<file path="config.mk">
export PLATFORM = sky130hd
export DESIGN_NAME = mx4_sat
export DESIGN_NICKNAME = d
export VERILOG_FILES = /design/src/design/mx4_pkg.sv /design/src/design/mx4_sat.sv
export SDC_FILE = /design/constraint.sdc
export NUM_CORES = 1
export LEC_CHECK = 0
export BUFFER_PORTS_ARGS = -buffer_cell sky130_fd_sc_hd__buf_2
export CAP_MARGIN = 30
export CORE_AREA = 4 4 154 156
export CTS_BUF_LIST = sky130_fd_sc_hd__clkbuf_2
export DETAILED_ROUTE_END_ITERATION = 8
export DIE_AREA = 0 0 158 160
export SETUP_SLACK_MARGIN = 0.4
export SYNTH_ARGS = -nofsm -noshare
export SYNTH_HDL_FRONTEND = slang
export SYNTH_SLANG_ARGS = --single-unit
</file>
<file path="constraint.sdc">
create_clock -name i_clk -period 3.1 [get_ports i_clk]
set_clock_uncertainty 0.15 [all_clocks]
set_input_delay 0.775 -clock i_clk [delete_from_list [all_inputs] [get_ports i_clk]]
set_output_delay 0.775 -clock i_clk [all_outputs]
set_load 0.02 [all_outputs]
</file>
<file path="src/design/mx4_pkg.sv">
// shared types and constants of the 4x4 fixed-point matrix multiplier
// used by mx4_cell, mx4_sat and matrix4_multiply; depends on nothing

package mx4_pkg;

    localparam int unsigned DIM            = 4;
    localparam int unsigned ROW_W          = 2;
    localparam int unsigned OUT_W          = 32;
    localparam int unsigned DEF_FRAC_BITS  = 16;
    localparam int unsigned DEF_ELEM_WIDTH = 32;

    localparam int unsigned FIELD_BITS = ROW_W + DIM * OUT_W;
    localparam int unsigned TDATA_W    = ((FIELD_BITS + 7) / 8) * 8;

    localparam logic KIND_LOAD = 1'b0;
    localparam logic KIND_MUL  = 1'b1;

    typedef struct packed {
        logic             valid;
        logic             kind;
        logic [ROW_W-1:0] row;
    } t_ctl;

endpackage

</file>
<file path="src/design/mx4_sat.sv">
// end of the chain: shifts each full-width sum down by the fraction bits,
// clips it to the element range and holds the result beat
// depends on mx4_pkg

module mx4_sat #(
    parameter int unsigned FRAC_BITS  = mx4_pkg::DEF_FRAC_BITS,
    parameter int unsigned ELEM_WIDTH = mx4_pkg::DEF_ELEM_WIDTH
) (
    input  logic                                          i_clk,
    input  logic                                          i_rst_n,
    input  logic                                          i_en,
    input  mx4_pkg::t_ctl                                 i_ctl,
    input  logic [mx4_pkg::DIM-1:0][2*ELEM_WIDTH+1:0]     i_acc,
    output logic                                          o_valid,
    output logic [mx4_pkg::ROW_W-1:0]                     o_row,
    output logic [mx4_pkg::DIM-1:0][mx4_pkg::OUT_W-1:0]   o_prod,
    output logic                                          o_sat
);

    localparam int unsigned ACC_W = 2 * ELEM_WIDTH + 2;

    localparam logic signed [ACC_W-1:0] MAXV =
        {{(ACC_W-ELEM_WIDTH+1){1'b0}}, {(ELEM_WIDTH-1){1'b1}}};
    localparam logic signed [ACC_W-1:0] MINV = ~MAXV;
    localparam logic [ELEM_WIDTH-1:0] CLIP_HI = {1'b0, {(ELEM_WIDTH-1){1'b1}}};
    localparam logic [ELEM_WIDTH-1:0] CLIP_LO = ~CLIP_HI;

    logic signed [ACC_W-1:0]                      w_shift [mx4_pkg::DIM];
    logic [ELEM_WIDTH-1:0]                        w_clip  [mx4_pkg::DIM];
    logic [mx4_pkg::DIM-1:0]                      w_over;
    logic [mx4_pkg::DIM-1:0][mx4_pkg::OUT_W-1:0]  n_prod;

    logic                                         r_valid;
    logic [mx4_pkg::ROW_W-1:0]                    r_row;
    logic [mx4_pkg::DIM-1:0][mx4_pkg::OUT_W-1:0]  r_prod;
    logic                                         r_sat;

    always_comb begin
        for (int j = 0; j < mx4_pkg::DIM; j++) begin
            w_shift[j] = $signed(i_acc[j]) >>> FRAC_BITS;
            if (w_shift[j] > MAXV) begin
                w_clip[j] = CLIP_HI;
                w_over[j] = 1'b1;
            end else if (w_shift[j] < MINV) begin
                w_clip[j] = CLIP_LO;
                w_over[j] = 1'b1;
            end else begin
                w_clip[j] = w_shift[j][ELEM_WIDTH-1:0];
                w_over[j] = 1'b0;
            end
            n_prod[j] = {{(mx4_pkg::OUT_W-ELEM_WIDTH){w_clip[j][ELEM_WIDTH-1]}}, w_clip[j]};
        end
    end

    always_ff @(posedge i_clk) begin
        if (!i_rst_n) begin
            r_valid <= 1'b0;
        end else if (i_en) begin
            r_valid <= i_ctl.valid && (i_ctl.kind == mx4_pkg::KIND_MUL);
        end
    end

    always_ff @(posedge i_clk) begin
        if (i_en) begin
            r_row  <= i_ctl.row;
            r_prod <= n_prod;
            r_sat  <= |w_over;
        end
    end

    assign o_valid = r_valid;
    assign o_row   = r_row;
    assign o_prod  = r_prod;
    assign o_sat   = r_sat;

endmodule
</file>
# ---- Word-level counts from Yosys, hierarchy flattened
# Cells that the tools add are included.
dict set report totals {
  regBits 132
  inputBits 271
  out_inout_bits 132
}
dict set report op_classes {
  order_cmp 8
  n_mux 12
  n_reduce_logical 2
}
# op n
set ops {}
lappend ops {{50-bit by 32-bit greater-than comparator with 1-bit output, second input constant} 4}
lappend ops {{50-bit by 32-bit less-than comparator with 1-bit output, second input constant} 4}
lappend ops {{32-bit two-way mux} 4}
lappend ops {{1-bit two-way mux} 8}
lappend ops {{4-bit OR reduction} 1}
lappend ops {{1-bit logical AND} 1}

# ---- Logic depth before layout (Yosys ltp)
dict set report logic_depth {
  ltp_word 4
  depth_mapped 6
}

# ---- Worst setup path before layout
# OpenSTA, ideal clock, no wires.
dict set report synth_timing {
  path_type {input-to-reg}
  startpoint {input i_acc[262] (netlist bit)}
  endpoint {register r_sat, in the netlist o_sat, data pin}
  arrival_ps 2037
  required_time_ps 2691
  path_slack_ps 654
  path_stages 4
  path_buffers 0
  path_cell_list {or4_1 > o41ai_2 > nand4_1 > or2_1}
}
dict set report synth_between {
  elab_chain_cells 4
  elab_cells_between_ends 5
  classes_between {2 x order compare; 2 x mux; 1 x reduce/logical}
}
# item line_no
set synth_lines {}
lappend synth_lines {{start, declared} mx4_sat.sv:13} ;# input logic [mx4_pkg::DIM-1:0][2*ELEM_WIDTH+1:0] i_acc,
lappend synth_lines {{50-bit by 32-bit less-than comparator with 1-bit output} mx4_sat.sv:44} ;# end else if (w_shift[j] < MINV) begin
lappend synth_lines {{1-bit two-way mux} mx4_sat.sv:44}
lappend synth_lines {{1-bit two-way mux (*)} mx4_sat.sv:41} ;# if (w_shift[j] > MAXV) begin
lappend synth_lines {{4-bit OR reduction (*)} mx4_sat.sv:67} ;# r_sat <= |w_over;
lappend synth_lines {{end signal, assigned} mx4_sat.sv:67}
lappend synth_lines {{end, declared} mx4_sat.sv:36} ;# logic r_sat;
# Mark *: on every way between the ends. The rest lies on a longest branch, timed or not.
# A chain may end at the register's enable or synchronous reset.

# ---- Final worst setup path
dict set report layout_timing {
  startpoint {register r_prod (netlist bit o_prod[5])}
  endpoint {output o_prod[5] (netlist bit)}
}
# item line_no
set layout_lines {}
lappend layout_lines {{start, declared} mx4_sat.sv:35} ;# logic [mx4_pkg::DIM-1:0][mx4_pkg::OUT_W-1:0] r_prod;
lappend layout_lines {{start signal, assigned} mx4_sat.sv:66} ;# r_prod <= n_prod;
lappend layout_lines {{end, declared} mx4_sat.sv:16} ;# output logic [mx4_pkg::DIM-1:0][mx4_pkg::OUT_W-1:0] o_prod,
# No word-level cell between the ends.

==> qor.csv <==
stage,metric,value,unit
worst_setup_path,"Arr. time, crit path",1.32,ns
route,vias per inst,4.25,
global_route,All-Layer GR Usage,0.134,
yosys,largest area contributor in the netlist,edfxtp_1,
sta,setup violators final,0,
route,Post-Route WL,17400,um
route,DR WL/cell,15.7,um
floorplanning,core footprint,0.0224,mm^2
worst_setup_path,critical path's top delay family,flip-flops,
route,DR iter-0 viols,195,
clock_tree,Clk Tree Root Cell,clkbuf_2,
yosys,prevailing post-synth register cell,edfxtp_1,
worst_setup_path,Worst Setup End Kind,primary output,
global_route,first-pass GRT wire length,25700,um
yosys,main area contributors after synthesis,"edfxtp_1 72%, nand2_1 17%, buf_2 2.2%, nand4_1 2.1%, nor4_1 1.4%",
worst_setup_path,Worst setup startpoint,o_prod[5]$_SDFFCE_PN1P_,
yosys,sequential area share after synthesis,0.728,
worst_setup_path,RR Endpoint,o_valid$_SDFFE_PN0P_,
sta,fmax,446,MHz
worst_setup_path,Crit Path Max Fanout,1,
clock_tree,TritonCTS clock tree,done,
global_route,initial antenna violation count,5,
sta,final hold violations,0,
sta,Fin Hold WS,0.169,ns
worst_setup_path,worst setup path end,o_prod[5],
place,GPL Wtd Cong,0.823,
yosys,most frequent cells after synthesis,"252 x nand2_1, 131 x edfxtp_1, 24 x buf_2, 18 x nand4_1, 12 x nor4_1",
floorplanning,I/O pins,403,
clock_tree,number of CTS-inserted buffers,17,
clock_tree,cts repair resizes,0,
yosys,"count leader, synth",nand2_1,
layout,Area Growth Syn to Fin,43.5,%
yosys,Synth Net Count,741,
floorplanning,initial core utilization,0.243,
route,DRC viols,0,
sta,setup ws final,0.860,ns
clock_tree,CTS max path bufs,2,
place,DP HPWL,13500,um
sta,Final period util,0.723,
place,count of input and output buffers,338,
sta,worst-margin pin slew,0.485,ns
yosys,Syn Inst Count,470,
worst_setup_path,CP max stage delay,0.48,ns
sta,Final Max Slew Viols,0,
layout,share of cells above drive strength 1,0.466,
clock_tree,post-CTS setup buffer count,0,
floorplanning,die area,0.0253,mm^2
yosys,syn avg cell area,11.5,um^2
place,pre-CTS setup slack,0.104,ns
worst_setup_path,FF-to-FF path depth,2,
worst_setup_path,WP depth,1,
pwr,Leak,3.61,nW
floorplanning,die height,160,um
pwr,P per Cell Area,502,mW/mm^2
worst_setup_path,R2R Path Start,o_valid$_SDFFE_PN0P_,
yosys,Cell variety after synth,15,
worst_setup_path,slowest CP cell,edfxtp_1,
worst_setup_path,R2R Setup Slk,2.33,ns
sta,Relative slew margins,0.674,
floorplanning,# rows,55,
worst_hold_path,Hold Path Class,primary input to flip-flop,
clock_tree,H-tree levels,4,
yosys,mapped cell area,0.00543,mm^2
yosys,number of flops mapped to enable cells by yosys,131,
clock_tree,clock latency on the worst-skew pair,0.67,ns
sta,RSZ-0062 raised after global routing,false,
sta,Fin Setup TNS,0,ns
sta,min Tclk post-route,2.24,ns
yosys,Synth top area share,0.725,
global_route,vias in the first global route,4708,
route,Routed Antenna Nets,0,
worst_setup_path,Worst Path Buf+Inv,1,
worst_setup_path,WS Path Type,flip-flop to primary output,
clock_tree,"Reg clk slew, reported paths",0.21,ns
worst_setup_path,CP Cell Sequence,buf_2,
clock_tree,number of clock sinks,132,
floorplanning,Die X,158,um
yosys,Post-synth ARST share,0,
layout,Nets,1086,
pwr,maximum vdd drop,246,uV
route,detailed-route via count,4736,
global_route,gr ovfl total,0,
yosys,Seq cells post-synth,132,
status,status,finished clean,
worst_setup_path,CP required,2.17,ns
global_route,largest net degree at the start of global routing,49,
route,Initial DRT Pass Iterations,4,
yosys,Syn. warnings,0,
worst_setup_path,CP Launch Type,flip-flop,
pwr,PnR Total Power,3.91,mW
run,number of max-cap violations,0,
-- power by group --
group / switching, mW / total, mW / internal, mW
Combinational: 0.453 / 0.703 / 0.251
Clock: 0.676 / 1.04 / 0.367
Sequential: 0.0340 / 2.16 / 2.13
-- per-layer routing --
metal,routed length [um],global-route usage,share of wire
met3,1720,0.0539,0.099
met5,49,0,0.0028
met2,8730,0.229,0.50
met1,6610,0.149,0.38
met4,333,0.0481,0.019
-- how the worst min path moves through the flow --
stage               cells past startpoint                        to                 start  slack, ns
floorplan                               2      o_valid$_SDFFE_PN0P_  o_valid$_SDFFE_PN0P_       0.40
global placement                        2      o_valid$_SDFFE_PN0P_  o_valid$_SDFFE_PN0P_       0.31
detailed placement                      2      o_valid$_SDFFE_PN0P_  o_valid$_SDFFE_PN0P_       0.32
CTS                                     1  o_prod[63]$_SDFFCE_PN0P_            i_acc[131]       0.03
global route                            2      o_valid$_SDFFE_PN0P_               i_rst_n       0.02
finish                                  2      o_valid$_SDFFE_PN0P_               i_rst_n       0.17
-- sequential cells by signal, indices dropped and copies added (netlist names) --
signal	cells
o_prod	128
o_sat	1
o_valid	1
o_row	2
-- cell families (layout without fill, tap and decap cells) --
kind of cell	count (synthesis)	in the layout	share of synthesized area
buffers and inverters	32	390	0.0277
AND/OR/NAND/NOR	297	297	0.227
AO/OA/AOI/OAI	9	9	0.0171
flip-flops	132	132	0.728
other	0	1	0
-- per-stage QoR --
step,area (um^2),instances,utilization
finish,7790,1114,0.348
global route,7790,1114,0.348
CTS,7770,1111,0.347
detailed placement,7520,1077,0.336
global placement,7520,1077,0.336
floorplan,5430,470,-
-- repair_timing --
| action | in CTS | in global routing |
|---|---|---|
| endpoints found under the hold margin | 2 | 2 |
| hold buffers | 2 | 2 |
| endpoints found under the setup margin | 0 | 0 |
-- area by class of cell --
| class | count | area (um^2) |
|---|---|---|
| timing repair buffer | 354 | 1850 |
| antenna | 1 | 2.50 |
| clock inverter | 14 | 135 |
| fill | 2304 | 14600 |
| multi-input combinational | 306 | 1380 |
| clock buffer | 18 | 90.1 |
| inverter | 4 | 15.0 |
| sequential | 132 | 3950 |
| tap | 285 | 357 |
-- cells in the final DEF, fill, tap and decap left out, types with 2 or more instances in the layout --
cell type	n
buf_12	2
nand2_1	252
inv_1	4
edfxtp_1	131
buf_2	337
nor4_1	12
buf_4	10
o21ai_2	4
nand4_1	18
o41ai_4	4
clkinv_2	2
or4_1	8
bufinv_16	2
nand3_1	5
clkinv_1	4
clkinvlp_4	2
dlygate4sd3_1	4
inv_6	3
clkbuf_2	18
No activity file was read; power rests on OpenSTA's default activity.
